$ cat src/hdl/cbd_pkg.sv
// ----------------------------------------------------------------------------
// cbd_pkg: shared types and constants for the class border dilation block
// Code widths, register indexes, register reset values and the neighbor
// flag group handed from the control stage to the window.
// ----------------------------------------------------------------------------
package cbd_pkg;

	localparam int CBD_MAX_WIDTH = 1024;

	localparam int CODE_W     = 8;
	localparam int IMG_W_W    = 11;
	localparam int IMG_H_W    = 16;
	localparam int CFG_DATA_W = 16;
	localparam int CFG_IDX_W  = 2;

	typedef logic [CODE_W-1:0]    code_t;
	typedef logic [CFG_IDX_W-1:0] cfg_idx_t;

	// register indexes
	localparam cfg_idx_t CFG_IMAGE_WIDTH   = 2'd0;
	localparam cfg_idx_t CFG_IMAGE_HEIGHT  = 2'd1;
	localparam cfg_idx_t CFG_INTERIOR_CODE = 2'd2;
	localparam cfg_idx_t CFG_CORE_CODE     = 2'd3;

	// register reset values
	localparam logic [IMG_W_W-1:0] RST_IMAGE_WIDTH   = 11'd1024;
	localparam logic [IMG_H_W-1:0] RST_IMAGE_HEIGHT  = 16'd1024;
	localparam code_t              RST_INTERIOR_CODE = 8'd2;
	localparam code_t              RST_CORE_CODE     = 8'd1;

	// which neighbors of the emitted pixel lie inside the frame, and whether it is the frame's last pixel
	typedef struct packed {
		logic left_ok;
		logic right_ok;
		logic up_ok;
		logic dn_ok;
		logic last;
	} nbr_t;

endpackage

$ cat src/hdl/cbd_win.sv
// ----------------------------------------------------------------------------
// cbd_win: 3x3 window and border rewrite decision
// Holds the left and center columns of the window; the right column comes
// straight from the line buffer stage. Rewrites the center to the interior
// code when it is neither interior nor core and an in-frame neighbor is
// interior.
// ----------------------------------------------------------------------------
module cbd_win
	import cbd_pkg::*;
	(
		input  logic  clk,
		input  logic  step,
		input  code_t up_r,
		input  code_t mid_r,
		input  code_t lo_r,
		input  nbr_t  nbr,
		input  code_t interior,
		input  code_t core,
		output code_t result
	);

	code_t up_l_q, up_c_q;
	code_t mid_l_q, mid_c_q;
	code_t lo_l_q, lo_c_q;
	logic  hit_up, hit_mid, hit_lo;

	// advance the window by one column
	always_ff @(posedge clk) begin
		if (step) begin
			up_l_q  <= up_c_q;
			up_c_q  <= up_r;
			mid_l_q <= mid_c_q;
			mid_c_q <= mid_r;
			lo_l_q  <= lo_c_q;
			lo_c_q  <= lo_r;
		end
	end

	// look for an interior neighbor inside the frame
	always_comb begin
		hit_up  = nbr.up_ok && ((nbr.left_ok && (up_l_q == interior))
			|| (up_c_q == interior) || (nbr.right_ok && (up_r == interior)));
		hit_mid = (nbr.left_ok && (mid_l_q == interior))
			|| (nbr.right_ok && (mid_r == interior));
		hit_lo  = nbr.dn_ok && ((nbr.left_ok && (lo_l_q == interior))
			|| (lo_c_q == interior) || (nbr.right_ok && (lo_r == interior)));
	end

	// rewrite border cells, pass everything else
	assign result = ((mid_c_q != interior) && (mid_c_q != core)
		&& (hit_up || hit_mid || hit_lo)) ? interior : mid_c_q;

endmodule

$ cat config.mk
export PLATFORM = sky130hd
export DESIGN_NAME = cbd_win
export DESIGN_NICKNAME = d
export VERILOG_FILES = /design/src/hdl/cbd_pkg.sv /design/src/hdl/cbd_win.sv
export SDC_FILE = /design/constraint.sdc
export NUM_CORES = 1
export LEC_CHECK = 0
export BUFFER_PORTS_ARGS = -buffer_cell sky130_fd_sc_hd__buf_2
export CORE_ASPECT_RATIO = 0.5
export CORE_MARGIN = 2
export CORE_UTILIZATION = 45
export DETAILED_ROUTE_END_ITERATION = 10
export PLACE_DENSITY = 0.68
export SLEW_MARGIN = 20
export SYNTH_ARGS = -nofsm -noshare
export SYNTH_HDL_FRONTEND = slang
export SYNTH_SLANG_ARGS = --single-unit
$ cat constraint.sdc
create_clock -name clk -period 7.8 [get_ports clk]
set_input_delay 2.34 -clock clk [delete_from_list [all_inputs] [get_ports clk]]
set_output_delay 2.34 -clock clk [all_outputs]
set_load 0.05 [all_outputs]
==> impl_metrics.toml <==
[pwr]
powerDensity_nw_per_um2 = 193.0
ir_worst_vdd_v = 0.00008112
power.total_w = 0.0005579
leakagePower_nw = 1.013

[timing]
whs_ns = 0.4683
hold_violations = 0
finalCriticalPeriod_ns = 6.790
max_freq_mhz = 147.3
setup_viol = 0
tightest_slew_ns = 1.080
slew_viol_final = 0
relSlewSlack_pct = 27.98
fin_crit_sh_pct = 87.05
rsz0062_at_grt = "no"
tns_ns = 0
clock_skew_ns = 0.006533

[routing]
drt_pass1_iterations = 4
ant_nets = 0
wl_um = 4972
initialDrtViolationCount = 97
vias = 1580
wire_per_inst_um = 16.41
drc = 0
vias_per_cell = 5.215

[floorplan]
core-area_um2 = 5444
pin_count = 55
chipHeight_um = 57.02
core.rowCount = 19
floorplan.initialDensity_pct = 46.47
die_w_um = 110.0
dieArea_um2 = 6274

[yosys]
synthMuxAreaShare_pct = 3.561
synth.most_common_cell = "edfxtp_1"
yosys.area_share.simple_pct = 6.874
netlist_top_cells_count = "edfxtp_1, xnor2_1, xor2_1"
yosys.area.top_type_share_pct = 56.97
async_reset_ff_share_pct = 0
synth-seq-cells = 48
synth_top_cell_by_area = "edfxtp_1"
syn_area_um2 = 2530
ys_top_cells_by_area = "edfxtp_1, xnor2_1, xor2_1"
syn_avg_cell_area_um2 = 14.29
synth-xor-area-share_pct = 27.70
synthAdderAreaFrac_pct = 0
syn_nets = 224
postSynthCellCount = 177
yosys_warnings = 0
synth_cell_types = 14
synth_top_family_by_area = "XOR/XNOR gates"
synthFlopType = "edfxtp_1"
synth_compound_area_share_pct = 1.780
synth-edff-count = 48
ys_seq_area_share_pct = 56.97

[worst_setup_path]
cp-end-kind = "primary output"
rr_endpoint = "mid_l_q[5]$_DFFE_PP_"
crit_path_max_fanout = 10
path_class = "input pin to primary output"
reg2reg_depth = 0
start_kind = "input pin"
r2r-start = "mid_c_q[5]$_DFFE_PP_"
crit_required_ns = 5.46
arrival_ns = 4.45
r2r_slack_ns = 7.04

[cts]
cts_root_buf = "clkbuf_8"
clk_pin_slew_ns = 0.09
clock-sinks = 48
cts_buffer_depth = 2
cts.repair.resized = 0
cts_tree = "yes"
clock_latency_ns = 0.30
cts_inserted_buffers = 5
hold_buffers = 0
htreeDepth = 2
postCtsSetupBuffers = 0

[min_path]
hold_start = "lo_c_q[6]$_DFFE_PP_"
hp-class = "flip-flop to flip-flop"
min_to = "lo_l_q[6]$_DFFE_PP_"
whs_path_depth = 0

[place]
gp_congestion = 0.7637
port_buffers = 53
dp_hpwl_um = 3648

[final_layout]
syn2layout_area_growth_pct = 14.29
finish.utilization_pct = 53.11
layout-drive-gt1-share_pct = 30.00
n_fill_cell = 454
layout.nets = 276
n_antenna_cell = 0

[grt]
grt_max_degree = 49
gr-total-overflow = 0
grt_antenna_before_repair = 0
grt_pass1_wl_um = 7872
first_global_vias = 1611
grt_util_all_layers_pct = 17.17

[outcome]
status = "completed"

[flow_run]
maxCapViolations = 0
-- sequential cells by signal, summed over array words and instances, names as in the netlist --
register / flops
lo_l_q: 8
mid_l_q: 8
up_l_q: 8
up_c_q: 8
mid_c_q: 8
lo_c_q: 8
-- worst max-delay path, cell delays in order --
cell and delay [ns]:
buf_2 0.28, xnor2_1 0.17, nand4_1 0.12, nor4_1 0.30
a41oi_1 0.25, a31oi_4 0.39, mux2_2 0.38, buf_2 0.21
-- power by group --
part	internal, W	switching (W)	total, W
clock network	0.0000623	0.0000812	0.000144
logic	0.0000412	0.0000540	0.0000952
registers	0.000307	0.0000126	0.000319
-- layout make-up --
type	count	area [um2]	share of cell area (%)
clock inverter	2	11.26	0.3894
multi-input combinational	121	1010	34.92
tap	73	91.34	3.159
sequential	48	1441	49.85
timing repair buffer	53	265.3	9.174
clock buffer	6	72.57	2.510
-- placed cells by master, fill, tap and decap left out --
cell,synthesis,layout
buf_2,0,53
edfxtp_1,48,48
xnor2_1,46,46
xor2_1,34,34
nand4_1,12,12
mux2_2,8,8
nor3_1,6,6
nor4_1,6,6
clkbuf_8,0,5
nand3_1,4,4
a41oi_1,2,2
and4_4,1,1
o22ai_1,1,1
a31oi_4,1,1
clkinvlp_4,0,1
clkbuf_1,0,1
clkinv_1,0,1
-- metrics by stage --
step / cell area, um2 / std cells / worst slack, ns
6_report: 2892 / 303 / 1.010
5_1_grt: 2892 / 303 / 0.9030
4_1_cts: 2892 / 303 / 0.9727
3_5_place_dp: 2808 / 295 / 0.9824
3_3_place_gp: 2808 / 295 / 0.9645
2_1_floorplan: 2530 / 177 / 1.551
-- how the worst max path moves through the flow --
stage / startpoint / endpoint / slack (ns) / depth (start not counted)
after floorplan: interior[5] / result[0] / 1.55 / 7
after global placement: interior[4] / result[3] / 0.96 / 8
after detailed placement: interior[4] / result[3] / 0.98 / 8
after CTS: interior[4] / result[3] / 0.97 / 8
after global routing: interior[3] / result[2] / 0.90 / 8
final: interior[4] / result[2] / 1.01 / 8
-- cells by family (layout without fill, tap and decap cells) --
family                 Yosys count  after routing
AO/OA/AOI/OAI                    4              4
XOR/XNOR                        80             80
buffers and inverters            8             61
flip-flops                      48             48
multiplexers                     8              8
AND/OR/NAND/NOR                 29             29
-- per-layer routing --
layer / vias up / wire [um] / track usage [%]
li1: 742 / - / -
met1: 801 / 2360 / 23.13
met2: 35 / 2365 / 28.31
met3: 2 / 223 / 4.457
met4: 0 / 22 / 3.797
met5: - / 0 / 0
No activity file was read; power rests on OpenSTA's default activity.
